===== src/sv/pngu_pkg.sv =====
// shared constants, types and codes for the png unfilter / unpremultiply core
package pngu_pkg;

  localparam int MAX_WIDTH  = 4096;
  localparam int COL_W      = $clog2(MAX_WIDTH);
  localparam int WID_W      = 13;
  localparam int HGT_W      = 16;
  localparam int CFG_IDX_W  = 1;
  localparam int CFG_DATA_W = 16;
  localparam int DIV_STEPS  = 16;
  localparam int DCNT_W     = $clog2(DIV_STEPS);

  localparam logic [CFG_IDX_W-1:0] REG_WIDTH  = 1'b0;
  localparam logic [CFG_IDX_W-1:0] REG_HEIGHT = 1'b1;

  localparam logic [7:0] ALPHA_CLEAR  = 8'd0;
  localparam logic [7:0] ALPHA_OPAQUE = 8'd255;
  localparam logic [7:0] FILT_MAX     = 8'd4;

  typedef enum logic [2:0] {
    FILT_NONE,
    FILT_SUB,
    FILT_UP,
    FILT_AVG,
    FILT_PAETH
  } filt_t;

  typedef struct packed {
    logic start;
    logic step;
  } lane_ctl_t;

endpackage


===== src/sv/pngu_lane.sv =====
// one byte lane: filter predictor and bit-serial unpremultiply divider
module pngu_lane
  import pngu_pkg::*;
(
  input  logic        clk,
  input  lane_ctl_t   ctl,
  input  filt_t       filt,
  input  logic [7:0]  raw,
  input  logic [7:0]  left,
  input  logic [7:0]  up,
  input  logic [7:0]  ul,
  output logic [7:0]  recon,
  input  logic [7:0]  div_c,
  input  logic [7:0]  div_a,
  output logic [15:0] quot
);

  logic [8:0]        sum_ab;
  logic signed [9:0] pa, pb, pc;
  logic [7:0]        paeth;
  logic [7:0]        pred;
  logic [15:0]       num_r;
  logic [7:0]        rem_r;
  logic [7:0]        den_r;
  logic [8:0]        trial;

  assign sum_ab = {1'b0, left} + {1'b0, up};

  always_comb begin
    pa = $signed({2'b00, up}) - $signed({2'b00, ul});
    pb = $signed({2'b00, left}) - $signed({2'b00, ul});
    pc = pa + pb;
    if (pa < 0) pa = -pa;
    if (pb < 0) pb = -pb;
    if (pc < 0) pc = -pc;
    if (pa <= pb && pa <= pc) paeth = left;
    else if (pb <= pc)        paeth = up;
    else                      paeth = ul;
  end

  always_comb begin
    unique case (filt)
      FILT_SUB:   pred = left;
      FILT_UP:    pred = up;
      FILT_AVG:   pred = sum_ab[8:1];
      FILT_PAETH: pred = paeth;
      default:    pred = 8'd0;
    endcase
  end

  assign recon = raw + pred;

  // restoring division, quotient shifts into the dividend register
  assign trial = {rem_r, num_r[15]};

  always_ff @(posedge clk) begin
    if (ctl.start) begin
      num_r <= {div_c, 8'd0} - {8'd0, div_c} + {9'd0, div_a[7:1]};
      rem_r <= 8'd0;
      den_r <= div_a;
    end else if (ctl.step) begin
      if (trial >= {1'b0, den_r}) begin
        rem_r <= 8'(trial - {1'b0, den_r});
        num_r <= {num_r[14:0], 1'b1};
      end else begin
        rem_r <= trial[7:0];
        num_r <= {num_r[14:0], 1'b0};
      end
    end
  end

  assign quot = num_r;

endmodule


===== config.mk =====
export PLATFORM = sky130hd
export DESIGN_NAME = pngu_lane
export DESIGN_NICKNAME = d
export VERILOG_FILES = /design/src/sv/pngu_pkg.sv /design/src/sv/pngu_lane.sv
export SDC_FILE = /design/constraint.sdc
export NUM_CORES = 1
export LEC_CHECK = 0
export ABC_CLOCK_PERIOD_IN_PS = 17100
export BUFFER_PORTS_ARGS = -buffer_cell sky130_fd_sc_hd__buf_2
export CAP_MARGIN = 5
export CORE_AREA = 2 2 92 138
export DETAILED_ROUTE_END_ITERATION = 12
export DIE_AREA = 0 0 94 140
export GPL_TIMING_DRIVEN = 0
export PLACE_DENSITY = 0.65
export SLEW_MARGIN = 20
export SYNTH_ARGS = -nofsm -noshare
export SYNTH_HDL_FRONTEND = slang
export SYNTH_SLANG_ARGS = --single-unit
export TNS_END_PERCENT = 30

===== constraint.sdc =====
create_clock -name clk -period 17.1 [get_ports clk]
set_clock_uncertainty 0.1 [all_clocks]
set_input_delay 3.42 -clock clk [delete_from_list [all_inputs] [get_ports clk]]
set_output_delay 3.42 -clock clk [all_outputs]
set_load 0.02 [all_outputs]

==> reports/summary.md <==
The flow ran to the end, and the final reports show no timing, DRC or antenna violations. The cell chosen for the clock root is sky130_fd_sc_hd__clkbuf_16. Using the TritonRoute via totals, the vias-per-cell ratio works out to 5.54.

The utilization after layout is 49.3%. The number of antenna diodes in the final layout is 0. Setup repair after global routing left no endpoint under its margin.

In this run switching power makes up 45.4% of total power. The number of hold violations in the final report is 0, and the number of port buffers is 75. Yosys mapped a number of flops with a built-in enable equal to 24.

For this design the ratio of total power to cell area is 106 nW/um2. In this run the number of cells on the critical path is 37. Measured against its own limit, the worst slew margin works out to 54.9%. Cell internal power was estimated by the tool at 343 uW. The placer's final routability congestion estimate was 0.919; the buffers inserted during post-CTS setup optimization was 0. The area growth from synthesis to layout is 14.4%.

The wire-length estimate of the detail-placed layout is 11.2 mm. The DRC violation count after routing was 0; the path depth of the worst reg2reg path was 12. The clock transition at the registers of the reported paths is 0.05 ns. The distinct cell type count after synthesis came out at 65. In this run the core area contains 49 standard-cell rows. The run gives 0 as the number of max-slew violations in the final report. Summing all flip-flop and latch instances after layout gives 881 um2.

For this design the top-level I/O count stands at 78. The routed layout has 4,818 vias. The share of total power in sequential cells was 15.9%; the H-tree level count was 2.

The average wire per standard cell came out at 15.3 um. The kind of cell with the highest combined delay along the critical path is compound AO/OA/AOI/OAI gates. The largest single stage delay on the critical path is 0.47 ns. The post-cts resize count is 0, and the area of the die is 13,200 um2.

The first routing iteration left 210 violations. Summing internal, switching and leakage power gives 627 uW. After layout, the minimum clock period comes to 14.60 ns. The global-route congestion overflow total is 0, and the filler cell count in the final layout is 1,199. Number of iterations in the first detailed-routing pass: 4. The run gives 0 as the count of final setup violators. For the worst setup path, the data required time is 13.58 ns.

Data arrives at the worst endpoint at 11.08 ns. Primary flip-flop cell chosen by synthesis mapping: sky130_fd_sc_hd__edfxtp_1. The number of synthesized register bits works out to 32. Counting every sink on the clock net gives 32. Count of placed standard cells in the final layout, fillers left out: 869. In this run the biggest area consumer among cell types represents 19.9% of the synthesized area. The number of CTS-inserted buffers came out at 5.

The run gives 2.50 ns as the worst setup margin. In the post-synthesis netlist, the biggest area contributors are sky130_fd_sc_hd__ha_1 (20%), sky130_fd_sc_hd__edfxtp_1 (14%), sky130_fd_sc_hd__xnor2_1 (7.1%). Dividing the final minimum period by the clock period gives 85.4%. The floorplan step set the die width to 94 um. The slowest stage of the critical path belongs to the cell sky130_fd_sc_hd__a211o_1.

Worst-case clock buffer depth: 2. Entering global routing, the biggest net connects 17 pins. For the number of cells produced by synthesis, the log shows 631. The cell area after synthesis was 5150 um2; the global routing usage on met2 was 39.1%.

The nature of the critical path startpoint is a primary input. The worst register-to-register path begins at den_r[1]$_DFFE_PP_. For this run, the top clock speed supported by timing is 68.5 MHz.

The reported leakage power is 2.75 nW. The initial cell density of the core is 43.1%, and the final-layout setup total negative slack is 0 ns. Wires add up to 13.3 mm. The critical path is of the in2out type. The worst setup timing slack at the placement stage is 2.53 ns.

The average cell area after synthesis is 8.17 um2. Origin of the worst setup path: up[0]. Sequential elements use 17.1% of the synthesized area. The multi-input combinational cells in the finished layout cover a total of 3990 um2.

The global router's overall resource usage was 20.1%. Counting both buffers and inverters, the worst setup path holds a total of 6. Across the run, the number of max-cap violations was 0. The die is 140 um tall. In the global route stage, met1 resource usage came out at 22.6%. Across the VDD grid, the largest voltage drop is 0.0557 mV.

The tools report the combinational cell fraction of total power as 68.3%. The critical path ends at recon[7]. The number of global-route vias before repair came out at 5,001.

The commonest cells after synthesis are sky130_fd_sc_hd__ha_1 (82), sky130_fd_sc_hd__inv_1 (64), sky130_fd_sc_hd__nor2_1 (46). The clock network is responsible for 15.8% of the overall power. TritonCTS built the clock tree. The tools report the quantity of hold-fixing buffers added after cts as 0. The Yosys step of the flow raised 0 warnings.

The maximum fanout count along the critical path was 10; the transition time of the tightest slew-check pin was 0.672 ns. At the end of the flow, the number of nets in the layout was 858. The share of layout cells above drive strength 1 was 16.2%; the reg-to-reg setup timing slack was 13.90 ns. In this run, placement finished with an instance count of 861. The endpoint identified for the worst register-to-register timing path is rem_r[5]$_SDFFE_PP0P_. After global routing, the most crowded layer is met2. Switching power: 284 uW. Class of the tightest hold or removal check: reg2reg. The synthesized design spends more area on one cell type than any other, namely sky130_fd_sc_hd__ha_1. Share of synthesized flip-flops with an asynchronous set or reset: 0%. Among all cell types in the netlist, the one instantiated most often is sky130_fd_sc_hd__ha_1.

For met3 alone, demand over resource in global routing was 1.94%. The tools report the number of antenna violations at the first check in global routing as 0. Remaining antenna violation count after routing: 0. STA classifies the critical path endpoint as an output port. The first global-routing pass estimated 22.1 mm of wire. The logs give 0.27 ns for the clock latency of the later-clocked register in the worst-skew pair and 12,000 um2 for the core outline area.
==> per-stage QoR <==
| step | hold WS (ns) | cell area (um2) |
|---|---|---|
| after floorplan | 0.374 | 5160 |
| after global placement | 0.398 | 5730 |
| after detailed placement | 0.405 | 5730 |
| after global routing | 0.438 | 5900 |
| final | 0.413 | 5900 |
| after CTS | 0.417 | 5890 |
==> tightest hold or removal path, stage by stage (launching register included) <==
cell and delay [ns]:
sky130_fd_sc_hd__dfxtp_1 0.33, sky130_fd_sc_hd__nor2_1 0.09, sky130_fd_sc_hd__a211oi_1 0.05
==> sequential cells by signal (all words and copies together), names as in the netlist <==
signal and flops:
rem_r 8, den_r 8, quot 16
==> power groups by stage <==
stage          logic, mW  clock network, mW  registers (mW)
3_5_place_dp       0.423                  0           0.101
2_1_floorplan      0.318                  0           0.106
4_1_cts            0.427              0.101          0.0997
3_3_place_gp       0.409                  0           0.101
5_1_grt            0.482              0.106           0.101
6_report           0.428             0.0988          0.0997
==> worst min path at each step <==
| stage | slack [ns] | to | start | cells after the start |
|---|---|---|---|---|
| after floorplan | 0.37 | rem_r[6]$_SDFFE_PP0P_ | rem_r[6]$_SDFFE_PP0P_ | 2 |
| after global placement | 0.40 | rem_r[2]$_SDFFE_PP0P_ | rem_r[2]$_SDFFE_PP0P_ | 2 |
| after detailed placement | 0.41 | rem_r[2]$_SDFFE_PP0P_ | rem_r[2]$_SDFFE_PP0P_ | 2 |
| after CTS | 0.42 | rem_r[2]$_SDFFE_PP0P_ | rem_r[2]$_SDFFE_PP0P_ | 2 |
| after global routing | 0.44 | rem_r[5]$_SDFFE_PP0P_ | rem_r[5]$_SDFFE_PP0P_ | 2 |
| final | 0.41 | rem_r[2]$_SDFFE_PP0P_ | rem_r[2]$_SDFFE_PP0P_ | 2 |
==> layer usage <==
| metal | vias up | routed length [um] |
|---|---|---|
| li1 | 2427 | - |
| met4 | 0 | 240 |
| met1 | 2258 | 5410 |
| met5 | - | 0 |
| met2 | 112 | 7310 |
| met3 | 21 | 370 |
==> placed cells by master (no fill, tap or decap), types with 3 or more instances in the layout <==
cell type / synthesis / final
sky130_fd_sc_hd__nor3_1: 11 / 11
sky130_fd_sc_hd__clkbuf_1: 11 / 12
sky130_fd_sc_hd__nor2b_1: 17 / 17
sky130_fd_sc_hd__edfxtp_1: 24 / 24
sky130_fd_sc_hd__or2_2: 5 / 5
sky130_fd_sc_hd__fa_1: 7 / 7
sky130_fd_sc_hd__o21ai_0: 44 / 44
sky130_fd_sc_hd__and3_1: 3 / 3
sky130_fd_sc_hd__nor4_1: 5 / 5
sky130_fd_sc_hd__xnor2_1: 42 / 42
sky130_fd_sc_hd__buf_2: 1 / 76
sky130_fd_sc_hd__maj3_2: 4 / 4
sky130_fd_sc_hd__nand2_1: 38 / 38
sky130_fd_sc_hd__a21oi_1: 45 / 45
sky130_fd_sc_hd__mux2_2: 8 / 8
sky130_fd_sc_hd__o31a_1: 5 / 5
sky130_fd_sc_hd__conb_1: 2 / 4
sky130_fd_sc_hd__dfxtp_1: 8 / 8
sky130_fd_sc_hd__nand4_1: 7 / 7
sky130_fd_sc_hd__a211oi_1: 8 / 8
sky130_fd_sc_hd__nor2_1: 46 / 46
sky130_fd_sc_hd__or3_1: 5 / 5
sky130_fd_sc_hd__o21a_1: 6 / 6
sky130_fd_sc_hd__o22ai_1: 7 / 7
sky130_fd_sc_hd__mux2i_1: 14 / 14
sky130_fd_sc_hd__a22oi_1: 6 / 6
sky130_fd_sc_hd__clkbuf_16: 0 / 5
sky130_fd_sc_hd__ha_1: 82 / 82
sky130_fd_sc_hd__nand3_1: 9 / 9
sky130_fd_sc_hd__inv_1: 64 / 64
sky130_fd_sc_hd__a21boi_0: 8 / 8
sky130_fd_sc_hd__xor2_1: 16 / 16
sky130_fd_sc_hd__a21o_1: 13 / 13
sky130_fd_sc_hd__and2_1: 3 / 3
sky130_fd_sc_hd__o21bai_1: 4 / 4
sky130_fd_sc_hd__o31ai_1: 7 / 7
sky130_fd_sc_hd__nand2b_1: 11 / 11
==> final cells by class <==
type	instances	area share, %
buffer	14	0.976
clock buffer	6	2.18
clock inverter	2	0.594
inverter	64	4.07
multi-input combinational	523	67.6
sequential	32	14.9
tap	153	3.24
timing repair buffer	75	6.36
==> kinds of logic (layout without fill, tap and decap cells) <==
kind of cell,count (synthesis),count (layout),synth area share (%)
compound gates,176,176,22.1
xor+xnor,61,61,11.0
fa+ha+maj,93,93,23.5
buf+inv,78,161,5.78
flops,32,32,17.1
mux,22,22,4.47
other cells,2,4,0.146
simple gates,167,167,15.9
Power figures use the tool's default switching activity.
